**src/rtl/core/sirt_pkg.sv**
```systemverilog
// ============================================================================
// sirt_pkg
// Shared types and constants of the swap-in reassembly table.
// ============================================================================
package sirt_pkg;

  localparam int ID_W   = 16;
  localparam int ADDR_W = 32;
  localparam int SIZE_W = 16;
  localparam int BYTE_W = 8;

  // Input opcodes
  localparam logic [1:0] OP_REQUEST  = 2'd0;
  localparam logic [1:0] OP_RESPONSE = 2'd1;
  localparam logic [1:0] OP_QUERY    = 2'd2;

  // Result kinds
  localparam logic [1:0] KIND_TX     = 2'd0;
  localparam logic [1:0] KIND_MEM    = 2'd1;
  localparam logic [1:0] KIND_STATUS = 2'd2;

  // Swap-in command byte and the beat that closes a request's byte burst
  localparam logic [BYTE_W-1:0] CMD_SWAP_IN = 8'h08;
  localparam logic [1:0]        BEAT_FIRST  = 2'd0;
  localparam logic [1:0]        BEAT_LAST   = 2'd2;

  typedef enum logic {
    ST_IDLE,
    ST_EXEC
  } state_t;

  // Per-slot record kept in the slot RAM
  typedef struct packed {
    logic [ADDR_W-1:0] base;
    logic [SIZE_W-1:0] size;
    logic [SIZE_W-1:0] offset;
  } slot_rec_t;

endpackage

```
**src/rtl/core/sirt_item_if.sv**
```systemverilog
// ============================================================================
// sirt_item_if
// Input channel: valid/ready handshake with one command item as payload.
// ============================================================================
interface sirt_item_if;
  logic        valid;
  logic        ready;
  logic [1:0]  opcode;
  logic [15:0] buffer_id;
  logic [31:0] target_address;
  logic [15:0] target_size;
  logic [7:0]  payload_byte;
  logic        packet_end;

  modport source (
    output valid, opcode, buffer_id, target_address, target_size,
           payload_byte, packet_end,
    input  ready
  );

  modport sink (
    input  valid, opcode, buffer_id, target_address, target_size,
           payload_byte, packet_end,
    output ready
  );
endinterface

```
**src/rtl/core/sirt_result_if.sv**
```systemverilog
// ============================================================================
// sirt_result_if
// Output channel: valid/ready handshake with one result item as payload.
// ============================================================================
interface sirt_result_if;
  logic        valid;
  logic        ready;
  logic [1:0]  kind;
  logic [7:0]  tx_byte;
  logic        write_enable;
  logic [31:0] write_address;
  logic [7:0]  write_data;
  logic        pending;
  logic        table_full;
  logic        last;

  modport source (
    output valid, kind, tx_byte, write_enable, write_address, write_data,
           pending, table_full, last,
    input  ready
  );

  modport sink (
    input  valid, kind, tx_byte, write_enable, write_address, write_data,
           pending, table_full, last,
    output ready
  );
endinterface

```
**src/rtl/core/sirt_ram.sv**
```systemverilog
// ============================================================================
// sirt_ram
// Generic single-write, single-read RAM with registered read data.
// ============================================================================
module sirt_ram #(
  parameter int WIDTH = 64,
  parameter int DEPTH = 8
) (
  input  logic                                   clk,
  input  logic                                   we,
  input  logic [((DEPTH > 1) ? $clog2(DEPTH) : 1)-1:0] waddr,
  input  logic [WIDTH-1:0]                       wdata,
  input  logic                                   re,
  input  logic [((DEPTH > 1) ? $clog2(DEPTH) : 1)-1:0] raddr,
  output logic [WIDTH-1:0]                       rdata
);

  logic [WIDTH-1:0] mem [DEPTH];

  always_ff @(posedge clk) begin
    if (we) begin
      mem[waddr] <= wdata;
    end
  end

  always_ff @(posedge clk) begin
    if (re) begin
      rdata <= mem[raddr];
    end
  end

endmodule

```
**src/rtl/core/sirt_tags.sv**
```systemverilog
// ============================================================================
// sirt_tags
// Slot valid bits and buffer-number tags with parallel match and
// lowest-index encoders for the matching slot and the first free slot.
// ============================================================================
module sirt_tags import sirt_pkg::*; #(
  parameter int ENTRIES = 8,
  parameter int IDX_W   = 3
) (
  input  logic               clk,
  input  logic               rst,
  input  logic [ID_W-1:0]    lookup_id,
  input  logic               alloc,
  input  logic               clear,
  input  logic [IDX_W-1:0]   slot,
  input  logic [ID_W-1:0]    alloc_id,
  output logic [ENTRIES-1:0] match,
  output logic               hit,
  output logic [IDX_W-1:0]   match_slot,
  output logic               has_free,
  output logic [IDX_W-1:0]   free_slot
);

  logic [ENTRIES-1:0] valid;
  logic [ID_W-1:0]    tag [ENTRIES];

  always_ff @(posedge clk) begin
    if (rst) begin
      valid <= '0;
    end else begin
      if (alloc) begin
        valid[slot] <= 1'b1;
      end
      if (clear) begin
        valid[slot] <= 1'b0;
      end
    end
  end

  always_ff @(posedge clk) begin
    if (alloc) begin
      tag[slot] <= alloc_id;
    end
  end

  always_comb begin
    for (int k = 0; k < ENTRIES; k++) begin
      match[k] = valid[k] && (tag[k] == lookup_id);
    end
  end

  // Lowest index wins: scan downward so the last hit taken is the lowest
  always_comb begin
    match_slot = '0;
    free_slot  = '0;
    for (int k = ENTRIES - 1; k >= 0; k--) begin
      if (match[k]) begin
        match_slot = IDX_W'(k);
      end
      if (!valid[k]) begin
        free_slot = IDX_W'(k);
      end
    end
  end

  assign hit      = |match;
  assign has_free = ~&valid;

endmodule

```
**src/rtl/core/swap_in_reassembly_table_unit.sv**
```systemverilog
// ============================================================================
// swap_in_reassembly_table_unit
// Pending swap-in request table: allocates slots for requests, steers
// response payload bytes to base plus offset, answers pending queries.
// ============================================================================
//
//  Channel   Dir  Payload                                        Per item
//  --------  ---  ---------------------------------------------  ----------
//  items     in   opcode, buffer_id, target_address,             1
//                 target_size, payload_byte, packet_end
//  results   out  kind, tx_byte, write_enable, write_address,    1 or 3
//                 write_data, pending, table_full, last
//
//  Each transaction has a lookup step, matching the buffer number against the
//  tag array and launching the slot RAM read, and an execute step, updating
//  the record from the registered RAM data and loading the output register.
//  A new item is taken once the output register is empty or drains its final
//  beat; a request occupies it for three beats (command, id high, id low).
//  Reset clears the slot valid bits and all control state at once; the slot
//  RAM needs no clearing pass since an invalid slot's record is never used.
//  A stalled results channel holds the output register and blocks new items.
//
module swap_in_reassembly_table_unit import sirt_pkg::*; #(
  parameter int ENTRIES = 8
) (
  input  logic           clk,
  input  logic           rst,
  sirt_item_if.sink      items,
  sirt_result_if.source  results
);

  localparam int IDX_W = (ENTRIES > 1) ? $clog2(ENTRIES) : 1;
  localparam int REC_W = $bits(slot_rec_t);

  // --------------------------------------------------------------------------
  // Control
  // --------------------------------------------------------------------------
  state_t state;
  state_t state_next;

  logic in_take;
  logic out_free;

  // Latched item and lookup results
  logic [1:0]         op_q;
  logic [ID_W-1:0]    id_q;
  logic [ADDR_W-1:0]  addr_q;
  logic [SIZE_W-1:0]  size_q;
  logic [BYTE_W-1:0]  byte_q;
  logic               end_q;
  logic [ENTRIES-1:0] match_q;
  logic               hit_q;
  logic               free_q;
  logic [IDX_W-1:0]   slot_q;

  // Tag array
  logic [ENTRIES-1:0] t_match;
  logic               t_hit;
  logic [IDX_W-1:0]   t_match_slot;
  logic               t_has_free;
  logic [IDX_W-1:0]   t_free_slot;
  logic               tag_alloc;
  logic               tag_clear;

  // Slot RAM
  logic             ram_we;
  logic [REC_W-1:0] ram_wdata;
  logic [REC_W-1:0] ram_rdata;
  slot_rec_t        rec;
  slot_rec_t        rec_next;

  // Record update
  logic              room;
  logic [SIZE_W-1:0] off_next;
  logic [ADDR_W-1:0] wr_addr;
  logic              slot_done;
  logic [ENTRIES-1:0] clear_mask;
  logic              pend_after;

  // Output register
  logic              out_valid;
  logic [1:0]        out_beat;
  logic [1:0]        out_kind;
  logic [BYTE_W-1:0] out_tx;
  logic              out_we;
  logic [ADDR_W-1:0] out_waddr;
  logic [BYTE_W-1:0] out_wdata;
  logic              out_pend;
  logic              out_full;
  logic              out_last;
  logic              out_adv;

  // --------------------------------------------------------------------------
  // State machine
  // --------------------------------------------------------------------------
  always_ff @(posedge clk) begin
    if (rst) begin
      state <= ST_IDLE;
    end else begin
      state <= state_next;
    end
  end

  always_comb begin
    state_next = state;
    case (state)
      ST_IDLE: begin
        if (in_take) begin
          state_next = ST_EXEC;
        end
      end
      ST_EXEC: begin
        state_next = ST_IDLE;
      end
      default: begin
        state_next = ST_IDLE;
      end
    endcase
  end

  // Accept only when the output register is empty or drains its final beat
  assign out_free = !out_valid || (results.ready && out_last);

  always_comb begin
    items.ready = 1'b0;
    case (state)
      ST_IDLE: begin
        items.ready = out_free;
      end
      ST_EXEC: begin
        items.ready = 1'b0;
      end
      default: begin
        items.ready = 1'b0;
      end
    endcase
  end

  assign in_take = items.valid && items.ready;

  // --------------------------------------------------------------------------
  // Lookup stage: match tags, latch the item, launch the RAM read
  // --------------------------------------------------------------------------
  sirt_tags #(
    .ENTRIES (ENTRIES),
    .IDX_W   (IDX_W)
  ) u_tags (
    .clk        (clk),
    .rst        (rst),
    .lookup_id  (items.buffer_id),
    .alloc      (tag_alloc),
    .clear      (tag_clear),
    .slot       (slot_q),
    .alloc_id   (id_q),
    .match      (t_match),
    .hit        (t_hit),
    .match_slot (t_match_slot),
    .has_free   (t_has_free),
    .free_slot  (t_free_slot)
  );

  always_ff @(posedge clk) begin
    if (in_take) begin
      op_q    <= items.opcode;
      id_q    <= items.buffer_id;
      addr_q  <= items.target_address;
      size_q  <= items.target_size;
      byte_q  <= items.payload_byte;
      end_q   <= items.packet_end;
      match_q <= t_match;
      hit_q   <= t_hit;
      free_q  <= t_has_free;
      // Request targets the first free slot, everything else the first match
      slot_q  <= (items.opcode == OP_REQUEST) ? t_free_slot : t_match_slot;
    end
  end

  sirt_ram #(
    .WIDTH (REC_W),
    .DEPTH (ENTRIES)
  ) u_slot_ram (
    .clk   (clk),
    .we    (ram_we),
    .waddr (slot_q),
    .wdata (ram_wdata),
    .re    (in_take),
    .raddr (t_match_slot),
    .rdata (ram_rdata)
  );

  // --------------------------------------------------------------------------
  // Execute stage: modify the record and write it back
  // --------------------------------------------------------------------------
  assign rec       = slot_rec_t'(ram_rdata);
  assign room      = rec.offset < rec.size;
  assign off_next  = room ? (rec.offset + SIZE_W'(1)) : rec.offset;
  assign wr_addr   = rec.base + ADDR_W'(rec.offset);
  assign slot_done = off_next >= rec.size;

  // Allocate on a request that found a free slot; free a finished slot at packet end
  assign tag_alloc = (state == ST_EXEC) && (op_q == OP_REQUEST) && free_q;
  assign tag_clear = (state == ST_EXEC) && (op_q == OP_RESPONSE) && hit_q &&
                     end_q && slot_done;

  always_comb begin
    rec_next.base   = rec.base;
    rec_next.size   = rec.size;
    rec_next.offset = off_next;
    if (tag_alloc) begin
      rec_next.base   = addr_q;
      rec_next.size   = size_q;
      rec_next.offset = '0;
    end
  end

  assign ram_we    = tag_alloc ||
                     ((state == ST_EXEC) && (op_q == OP_RESPONSE) && hit_q);
  assign ram_wdata = REC_W'(rec_next);

  // Pending after the step: drop the slot being freed from the match set
  assign clear_mask = tag_clear ? (ENTRIES'(1) << slot_q) : '0;
  assign pend_after = |(match_q & ~clear_mask);

  // --------------------------------------------------------------------------
  // Output register
  // --------------------------------------------------------------------------
  assign out_adv = out_valid && results.ready && !out_last;

  always_ff @(posedge clk) begin
    if (rst) begin
      out_valid <= 1'b0;
      out_beat  <= BEAT_FIRST;
    end else if (state == ST_EXEC) begin
      out_valid <= 1'b1;
      out_beat  <= BEAT_FIRST;
    end else if (out_adv) begin
      out_beat  <= out_beat + 2'd1;
    end else if (out_valid && results.ready) begin
      out_valid <= 1'b0;
    end
  end

  always_ff @(posedge clk) begin
    if (state == ST_EXEC) begin
      out_kind  <= KIND_MEM;
      out_tx    <= '0;
      out_we    <= 1'b0;
      out_waddr <= '0;
      out_wdata <= '0;
      out_pend  <= 1'b0;
      out_full  <= 1'b0;
      out_last  <= 1'b1;
      case (op_q)
        OP_REQUEST: begin
          if (free_q) begin
            out_kind <= KIND_TX;
            out_tx   <= CMD_SWAP_IN;
            out_pend <= 1'b1;
            out_last <= 1'b0;
          end else begin
            out_kind <= KIND_STATUS;
            out_full <= 1'b1;
            out_pend <= |match_q;
          end
        end
        OP_RESPONSE: begin
          if (hit_q) begin
            out_we    <= room;
            out_waddr <= room ? wr_addr : '0;
            out_wdata <= room ? byte_q : '0;
            out_pend  <= pend_after;
          end
        end
        OP_QUERY: begin
          out_kind <= KIND_STATUS;
          out_pend <= |match_q;
        end
        default: begin
          out_kind <= KIND_MEM;
        end
      endcase
    end else if (out_adv) begin
      // Advance through the id bytes of a request burst
      out_tx   <= (out_beat == BEAT_FIRST) ? id_q[ID_W-1:BYTE_W] : id_q[BYTE_W-1:0];
      out_last <= ((out_beat + 2'd1) == BEAT_LAST);
    end
  end

  assign results.valid         = out_valid;
  assign results.kind          = out_kind;
  assign results.tx_byte       = out_tx;
  assign results.write_enable  = out_we;
  assign results.write_address = out_waddr;
  assign results.write_data    = out_wdata;
  assign results.pending       = out_pend;
  assign results.table_full    = out_full;
  assign results.last          = out_last;

  // --------------------------------------------------------------------------
  // Assertions
  // --------------------------------------------------------------------------
`ifndef SYNTHESIS
  // Execute only ever loads an empty output register
  a_exec_out_empty: assert property (@(posedge clk) disable iff (rst)
    (state == ST_EXEC) |-> !out_valid)
    else $error("output register busy during execute");

  // An accepted transaction is executed in the next cycle
  a_take_exec: assert property (@(posedge clk) disable iff (rst)
    in_take |=> (state == ST_EXEC))
    else $error("accepted transaction not executed");

  // Memory writes only come out as memory-kind results, never with full
  a_write_kind: assert property (@(posedge clk) disable iff (rst)
    (results.valid && results.write_enable) |->
      ((results.kind == KIND_MEM) && !results.table_full))
    else $error("write enable on a non-memory result");

  // Allocation never coincides with a release
  a_alloc_clear: assert property (@(posedge clk) disable iff (rst)
    tag_alloc |-> !tag_clear)
    else $error("slot allocated and freed together");
`endif

endmodule
```
**src/flat_wrapper.sv**
```systemverilog
// flat-port wrapper written by rule: the top's interface ports become plain ports
module swap_in_reassembly_table_unit_flat import sirt_pkg::*;
#(
  parameter int ENTRIES = 8
)
  (clk, rst, items_valid, items_opcode, items_buffer_id, items_target_address, items_target_size, items_payload_byte, items_packet_end, items_ready, results_valid, results_kind, results_tx_byte, results_write_enable, results_write_address, results_write_data, results_pending, results_table_full, results_last, results_ready);
  sirt_item_if items_i ();
  sirt_result_if results_i ();
  input  logic clk;
  input  logic rst;
  input wire logic [$bits(items_i.valid)-1:0] items_valid;
  input wire logic [$bits(items_i.opcode)-1:0] items_opcode;
  input wire logic [$bits(items_i.buffer_id)-1:0] items_buffer_id;
  input wire logic [$bits(items_i.target_address)-1:0] items_target_address;
  input wire logic [$bits(items_i.target_size)-1:0] items_target_size;
  input wire logic [$bits(items_i.payload_byte)-1:0] items_payload_byte;
  input wire logic [$bits(items_i.packet_end)-1:0] items_packet_end;
  output wire logic [$bits(items_i.ready)-1:0] items_ready;
  output wire logic [$bits(results_i.valid)-1:0] results_valid;
  output wire logic [$bits(results_i.kind)-1:0] results_kind;
  output wire logic [$bits(results_i.tx_byte)-1:0] results_tx_byte;
  output wire logic [$bits(results_i.write_enable)-1:0] results_write_enable;
  output wire logic [$bits(results_i.write_address)-1:0] results_write_address;
  output wire logic [$bits(results_i.write_data)-1:0] results_write_data;
  output wire logic [$bits(results_i.pending)-1:0] results_pending;
  output wire logic [$bits(results_i.table_full)-1:0] results_table_full;
  output wire logic [$bits(results_i.last)-1:0] results_last;
  input wire logic [$bits(results_i.ready)-1:0] results_ready;
  assign items_i.valid = items_valid;
  assign items_i.opcode = items_opcode;
  assign items_i.buffer_id = items_buffer_id;
  assign items_i.target_address = items_target_address;
  assign items_i.target_size = items_target_size;
  assign items_i.payload_byte = items_payload_byte;
  assign items_i.packet_end = items_packet_end;
  assign items_ready = items_i.ready;
  assign results_valid = results_i.valid;
  assign results_kind = results_i.kind;
  assign results_tx_byte = results_i.tx_byte;
  assign results_write_enable = results_i.write_enable;
  assign results_write_address = results_i.write_address;
  assign results_write_data = results_i.write_data;
  assign results_pending = results_i.pending;
  assign results_table_full = results_i.table_full;
  assign results_last = results_i.last;
  assign results_i.ready = results_ready;
  swap_in_reassembly_table_unit #(.ENTRIES(ENTRIES)) u_core (.clk(clk), .rst(rst), .items(items_i), .results(results_i));
endmodule
```
**config.mk**
```make
export PLATFORM = sky130hd
export DESIGN_NAME = swap_in_reassembly_table_unit_flat
export DESIGN_NICKNAME = d
export VERILOG_FILES = /design/src/rtl/core/sirt_pkg.sv /design/src/rtl/core/sirt_item_if.sv /design/src/rtl/core/sirt_result_if.sv /design/src/rtl/core/sirt_ram.sv /design/src/rtl/core/sirt_tags.sv /design/src/rtl/core/swap_in_reassembly_table_unit.sv /design/src/flat_wrapper.sv
export SDC_FILE = /design/constraint.sdc
export NUM_CORES = 1
export LEC_CHECK = 0
export ABC_AREA = 1
export BUFFER_PORTS_ARGS = -buffer_cell sky130_fd_sc_hd__buf_2
export CAP_MARGIN = 5
export CORE_UTILIZATION = 51
export CTS_CLUSTER_DIAMETER = 60
export DETAILED_ROUTE_END_ITERATION = 16
export HOLD_SLACK_MARGIN = 0.1
export PLACE_DENSITY_LB_ADDON = 0.2
export REMOVE_ABC_BUFFERS = 1
export SLEW_MARGIN = 10
export SYNTH_ARGS = -nofsm -noshare
export SYNTH_HDL_FRONTEND = slang
export SYNTH_SLANG_ARGS = --single-unit
```
**constraint.sdc**
```tcl
create_clock -name clk -period 6.9 [get_ports clk]
set_clock_uncertainty 0.05 [all_clocks]
set_input_delay 0 -clock clk [delete_from_list [all_inputs] [get_ports clk]]
set_output_delay 0 -clock clk [all_outputs]
set_load 0.01 [all_outputs]
```
# Word level (Yosys, flattened, before mapping)

Memory sizes are Yosys's and may differ from the RTL's. A register that Yosys moved wholly into a read port is not among the register bits.
Cells that the tools add are included.

Mux-type cells: 49
Bitwise operators: 6
Shifts and indexed selects: 1
Eq/ne operators: 12
Reduce and logical (&&, ||, !) cells: 37
Add/sub/neg operators: 3
$lt $le $gt $ge: 4

Operators with widths:

| operator              | count |
|---|---|
| $eq 16x16->1          | 8 |
| $mux 64               | 1 |
| $mux 8                | 8 |
| $mux 3                | 17 |
| $add 32x16->32        | 1 |
| $reduce_or 8->1       | 3 |
| $logic_and 1x1->1     | 19 |
| $add 16x1->16 const B | 1 |
| $and 8x8->8           | 2 |
| $ge 16x16->1          | 1 |
| $lt 16x16->1          | 1 |
| $mux 16               | 1 |
| $not 8->8             | 2 |
| $mux 1                | 15 |
| $or 8x8->8            | 1 |
| $reduce_and 8->1      | 1 |
| $shl 1x3->8 const A   | 1 |
| $logic_not 2->1       | 3 |
| $eq 2x2->1 const B    | 2 |
| $lt 3x4->1 const B    | 1 |
| $mux 4                | 1 |
| $pmux 1 s2            | 2 |
| $pmux 2 s2            | 1 |
| $reduce_and 2->1      | 2 |
| 13 further kinds      | 17 |

RAM bits: 640
Register bits: 154
Output and inout port bits: 56
Memories kept: 2

Memory list:

| memory                | words | width | read ports | clocked after Yosys merged registers in | write ports | line            | text |
|---|---|---|---|---|---|---|---|
| u_core.u_slot_ram.mem | 8     | 64    | 1          | 1                                       | 1           | sirt_ram.sv:18  | `logic [WIDTH-1:0] mem [DEPTH];` |
| u_core.u_tags.tag     | 8     | 16    | 8          | 0                                       | 1           | sirt_tags.sv:25 | `logic [ID_W-1:0] tag [ENTRIES];` |

# Longest topological paths before layout

An unclocked memory read counts as a cell.

Depth in word-level cells: 12
Depth in mapped cells: 27
Mapped depth without buffers: 26

# By module

From an unflattened synthesis, not the netlist that was laid out.

Cell total of the unflattened synthesis: 3807
Area, all modules: 38882.3 sq um

Modules (own cells, without submodules):

| module                        | sequential area each (sq um) | cells an instance | instances | area an instance (sq um) |
|---|---|---|---|---|
| sirt_ram                      | 17296.6                      | 2294              | 1         | 24298.3 |
| swap_in_reassembly_table_unit | 4344.2                       | 942               | 1         | 8351.8 |
| sirt_tags                     | 4003.8                       | 571               | 1         | 6232.2 |

# Worst setup path after synthesis

Ideal clock, no wire load.

Path type: register to register
Start point: register u_core.state
End point: memory u_core.u_slot_ram.mem[0][0], enable pin
Buffers on the path: 0
Data arrival time: 4.813 ns
Path slack: 1.551 ns
Required time: 6.364 ns
Cell stages (with the launch flop): 7
Cells stage by stage: dfxtp_1 -> inv_1 -> nor3_1 -> inv_1 -> o21ai_0 -> inv_1 -> nor2_1

Longest elaborated chain between the ends: 5
Elaborated cells on any way between the ends: 7
Classes of those cells: 2 x mux; 5 x reduce/logical

Ends and longest elaborated chain:

| what                                                     | line                                                                       | text |
|---|---|---|
| start: declaration                                       | swap_in_reassembly_table_unit.sv:38                                        | `state_t state;` |
| start signal: assignment                                 | swap_in_reassembly_table_unit.sv:100                                       | `state <= state_next;` |
| $logic_and 1x1->1, on equally long branches (2 in a row) | swap_in_reassembly_table_unit.sv:201, swap_in_reassembly_table_unit.sv:217 |  |
| $logic_or 1x1->1 *                                       | swap_in_reassembly_table_unit.sv:216                                       | `assign ram_we = tag_alloc \|\|` |
| $mux 1 *                                                 | sirt_ram.sv:21                                                             | `if (we) begin` |
| $mux 1 (not written as such) *                           | sirt_ram.sv:22                                                             | `mem[waddr] <= wdata;` |
| end: declaration                                         | sirt_ram.sv:18                                                             |  |

Every way passes the cells marked *; elsewhere a longest branch is shown, timed or not.

# Final worst setup path

Start point: register u_core.u_slot_ram.rdata[2], read port of u_core.u_slot_ram.mem
End point: register u_core.out_pend (netlist: u_core.results.pending) (data pin)

Longest elaborated chain between the ends: 10
Elaborated cells on any way between the ends: 11
Classes of those cells: 1 x add/sub; 2 x order compare; 4 x mux; 2 x bitwise; 2 x reduce/logical

Ends and longest elaborated chain:

| what                                          | line                                                                       | text |
|---|---|---|
| start: declaration                            | sirt_ram.sv:15                                                             | `output logic [WIDTH-1:0] rdata` |
| $add 16x1->16 or $lt 16x16->1 (tied branches) | swap_in_reassembly_table_unit.sv:196, swap_in_reassembly_table_unit.sv:195 |  |
| $mux 16 *                                     | swap_in_reassembly_table_unit.sv:196                                       | `assign off_next = room ? (rec.offset + SIZE_W'(1)) : rec.offset;` |
| $ge 16x16->1 *                                | swap_in_reassembly_table_unit.sv:198                                       | `assign slot_done = off_next >= rec.size;` |
| $logic_and 1x1->1 *                           | swap_in_reassembly_table_unit.sv:203                                       | `end_q && slot_done;` |
| $mux 8 *                                      | swap_in_reassembly_table_unit.sv:221                                       | `assign clear_mask = tag_clear ? (ENTRIES'(1) << slot_q) : '0;` |
| $not 8->8 *                                   | swap_in_reassembly_table_unit.sv:222                                       | `assign pend_after = \|(match_q & ~clear_mask);` |
| $and 8x8->8 *                                 | swap_in_reassembly_table_unit.sv:222                                       |  |
| $reduce_or 8->1 *                             | swap_in_reassembly_table_unit.sv:222                                       |  |
| $mux 1 *                                      | swap_in_reassembly_table_unit.sv:267                                       | `if (hit_q) begin` |
| $pmux 1 s3 *                                  | swap_in_reassembly_table_unit.sv:253                                       | `case (op_q)` |
| end signal: assignment                        | swap_in_reassembly_table_unit.sv:263                                       | `out_pend <= \|match_q;` |
| end signal: assignment                        | swap_in_reassembly_table_unit.sv:271                                       | `out_pend <= pend_after;` |
| end signal: assignment                        | swap_in_reassembly_table_unit.sv:276                                       | `out_pend <= \|match_q;` |
| end: declaration                              | swap_in_reassembly_table_unit.sv:88                                        | `logic out_pend;` |

Marks and branches as above.
A chain may end at the register's enable or synchronous reset.

==> reports/metrics.csv <==
stage,metric,value,unit
finish,drive_gt1_share,8.39,%
finish,num_antenna_cells,0,
timing,fmax,202,MHz
yosys,synth_top_area_share,63.2,%
timing,finalSetupViolCount,0,
finish,finalNetCount,4233,
place,gp_congestion,0.975,
setup_path,path_buf_inv,4,
setup_path,reg2regPathDepth,24,
floorplanning,row_count,102,
hold_path,min_path_cells,3,
route,ant_nets,0,
finish,fillers,6336,
hold_path,whs_endpoint,u_core.match_q[4]$_DFFE_PP_,
hold_path,hold_class,in -> reg,
setup_path,r2r_start,u_core.u_slot_ram.rdata[2]$_DFFE_PP_,
grt,antenna_found_initial,2,
route,drc,0,
yosys,synthDistinctLibCells,44,
floorplanning,fp.dieW,283,um
pwr,power_density,246,nW/um^2
floorplanning,die-area,79900,um^2
route,drt_iter0_drc,2647,
timing,worstMarginPinSlew,1.16,ns
yosys,yosys-top-cells-area,"edfxtp_1 (63%), nand2_1 (9.3%), nand3b_1 (4.8%)",
timing,slew_violations,0,
timing,rsz0062_at_grt,false,
clock_network,clk_pin_slew,0.06,ns
route,dr_total_vias,28400,
place,port_buffers,134,
timing,max-slew-margin-rel,22.8,%
place,post-dp-hpwl,63.0,mm
clock_network,clock-sinks,858,
grt,grt_max_degree,193,
grt,grt_util_all_layers,27.3,%
route,wl_per_cell,20.9,um
yosys,yosys_register_bits,858,
timing,fin_crit,4.94,ns
route,vias_per_cell,5.45,
clock_network,cts_resized,0,
hold_path,hold_start,items_valid,
yosys,yosys_warnings,0,
setup_path,cp_cell_sequence,ha_1 -> nand2_1 -> o21ai_0 -> nand3_1 -> a21oi_1 -> o211ai_1 -> nand2_1 -> clkinv_1 -> o21ai_0 -> inv_1 -> ha_1 -> nand2_1 -> inv_1 -> nand3_1 -> nor3_1 -> nand3_1 -> nand3_1 -> nand3_1 -> inv_1 -> nand2_1 -> nand2_1 -> nand4_1 -> o21ai_0 -> nand2_1,
setup_path,worst_path_most_repeated_cell,nand2_1,
route,drt_pre_antenna_iters,6,
floorplanning,coreArea,77700,um^2
setup_path,crit_path_end_kind,flip-flop,
pwr,total_leakage_power,18.8,nW
timing,fin_setup_tns,0,ns
pwr,p_total,11.3,mW
floorplanning,pin_count,135,
finish,multi_input_area,11800,um^2
job,maxCapViolCount,0,
floorplanning,start_util,51.7,%
grt,globalRoute.totalOverflow,0,
yosys,synth.avg_cell_area,10.4,um^2
yosys,synth_area,40200,um^2
setup_path,slowest_delay,0.60,ns
finish,seq_area,25600,um^2
setup_path,path_class,reg -> reg,
yosys,yosys.area.top_type,edfxtp_1,
setup_path,critPathTopFamily,simple AND/OR/NAND/NOR gates,
timing,period_share,71.6,%
clock_network,htree_levels,3,
clock_network,cts_max_path_buffers,3,
floorplanning,die_y,283,um
clock_network,cts_tree,built,
yosys,synthCells,3861,
setup_path,r2r_end,u_core.results.pending$_DFFE_PP_,
grt,grt_pass1_vias,26900,
setup_path,rrSetupSlack,1.96,ns
outcome,status,finished clean,
grt,grt_pass1_wl,163,mm
yosys,seq_area_frac_synth,63.8,%
clock_network,cts_root_buf,clkbuf_16,
route,wirelength,109,mm
clock_network,clkLatencyLatePin,0.67,ns
setup_path,start_kind,flip-flop,
setup_path,cp_slowest_cell,clkinv_1,
setup_path,worstPathRequired,7.26,ns
clock_network,numCtsBuffers,92,
timing,holdWs,0.0681,ns
setup_path,critPathMaxFanout,28,
timing,finalHoldViolations,0,
finish,syn_to_final_growth,14.1,%
pwr,vdd_drop_max,210,uV
setup_path,arrival,5.30,ns
-- worst max path at each step --
| stage | from | endpoint | cells after the start |
|---|---|---|---|
| 2_1_floorplan | u_core.state$_SDFF_PP0_ | u_core.u_slot_ram.mem[0][0]$_DFFE_PP_ | 6 |
| 3_3_place_gp | u_core.u_slot_ram.rdata[2]$_DFFE_PP_ | u_core.results.pending$_DFFE_PP_ | 24 |
| 3_5_place_dp | u_core.u_slot_ram.rdata[2]$_DFFE_PP_ | u_core.results.pending$_DFFE_PP_ | 24 |
| 4_1_cts | u_core.u_slot_ram.rdata[2]$_DFFE_PP_ | u_core.results.pending$_DFFE_PP_ | 24 |
| 5_1_grt | u_core.u_slot_ram.rdata[2]$_DFFE_PP_ | u_core.results.pending$_DFFE_PP_ | 24 |
| 6_report | u_core.u_slot_ram.rdata[2]$_DFFE_PP_ | u_core.results.pending$_DFFE_PP_ | 24 |
-- registers in the layout, indices dropped and copies added, names as in the netlist, 2 cells and up --
| register | flops |
|---|---|
| u_core.addr_q | 32 |
| u_core.results.write_data | 8 |
| u_core.out_beat | 2 |
| u_core.size_q | 16 |
| u_core.u_tags.valid | 8 |
| u_core.results.tx_byte | 8 |
| u_core.results.kind | 2 |
| u_core.op_q | 2 |
| u_core.u_slot_ram.mem | 512 |
| u_core.match_q | 8 |
| u_core.byte_q | 8 |
| u_core.u_tags.tag | 128 |
| u_core.results.write_address | 32 |
| u_core.slot_q | 3 |
| u_core.u_slot_ram.rdata | 64 |
| u_core.id_q | 16 |
-- logic make-up after synthesis --
kind of cell | Yosys count | synth area share [%]
DFF | 858 | 63.8
adders and majority gates | 51 | 1.61
buffers and inverters | 674 | 7.19
xor gates and xnor gates | 66 | 1.44
and+or+nand+nor | 2034 | 23.5
AOI/OAI and AO/OA | 178 | 2.42
-- report_power, final --
group	switching [mW]	leakage, nW	total [mW]	internal [mW]
registers	0.0778	7.83	5.95	5.87
clock network	2.04	1.39	4.71	2.67
logic	0.429	9.57	0.625	0.197
-- Yosys cell counts --
cell / count
a2111oi_0: 1
a211oi_1: 1
a21boi_0: 3
a21o_1: 2
a21oi_1: 57
a31o_2: 1
a31oi_1: 1
and2_1: 1
and3_1: 1
buf_1: 2
buf_2: 74
buf_4: 25
buf_6: 23
clkbuf_1: 36
clkinv_1: 2
dfxtp_1: 12
edfxtp_1: 846
fa_1: 1
ha_1: 50
inv_1: 503
inv_2: 9
nand2_1: 1001
nand2_2: 3
nand2_4: 2
nand3_1: 348
nand3b_1: 257
nand4_1: 62
nor2_1: 242
nor3_1: 49
nor3b_1: 8
nor4_1: 33
o2111ai_1: 2
o211ai_1: 10
o21a_1: 6
o21ai_0: 90
o21bai_1: 1
o221ai_1: 1
o22ai_1: 1
o31ai_1: 1
or2_1: 2
or2_2: 23
or3_1: 2
xnor2_1: 19
xor2_1: 47
-- worst min-delay path: stages --
cell     delay [ns]
buf_2          0.10
nand2_1        0.17
inv_8          0.24
-- per-layer routing --
metal | up-vias | GRT usage, % | wire [um]
met5 | - | 0 | 13
met4 | 2 | 10.3 | 3830
met3 | 239 | 3.72 | 6950
met2 | 1047 | 45.7 | 52300
met1 | 13600 | 36.4 | 45700
li1 | 13500 | - | -
-- area by class of cell --
type                       instances  area share [%]
inverter                         514            4.23
multi-input combinational       2329            25.7
clock inverter                    51           0.977
sequential                       858            55.9
clock buffer                     113            5.24
timing repair buffer             308            5.10
tap                             1040            2.84
-- timing repair --
item	4_1_cts	5_1_grt
endpoints found under the hold margin	90	0
hold buffers	135	0
buffers inserted	0	0
-- layout by cell type, fill, tap and decap left out, drive strengths merged, types with 2 or more instances in the layout --
master / Yosys / routed
xnor2: 19 / 19
nand3b: 257 / 257
o2111ai: 2 / 2
ha: 50 / 50
nand4: 62 / 62
nand2: 1006 / 1006
a21oi: 57 / 57
a21o: 2 / 2
dfxtp: 12 / 12
nor3: 49 / 49
xor2: 47 / 47
or2: 25 / 25
o21a: 6 / 6
clkinv: 2 / 44
clkbuf: 36 / 113
buf: 124 / 173
nand3: 348 / 348
nor2: 242 / 242
clkinvlp: 0 / 2
a21boi: 3 / 3
or3: 2 / 2
inv: 512 / 514
bufinv: 0 / 5
o211ai: 10 / 10
dlygate4sd3: 0 / 135
nor4: 33 / 33
nor3b: 8 / 8
edfxtp: 846 / 846
o21ai: 90 / 90
-- stage by stage --
step	instance area, um^2	cells	setup slack, ns	utilization (%)
after floorplan	39200	3701	-4.69	-
after CTS	45800	5213	2.00	59.0
after global placement	41600	4914	2.01	53.6
final	45800	5213	1.96	59.0
after global routing	45800	5213	1.31	59.0
after detailed placement	41600	4914	1.99	53.6
(Power assumes the default switching activity.)
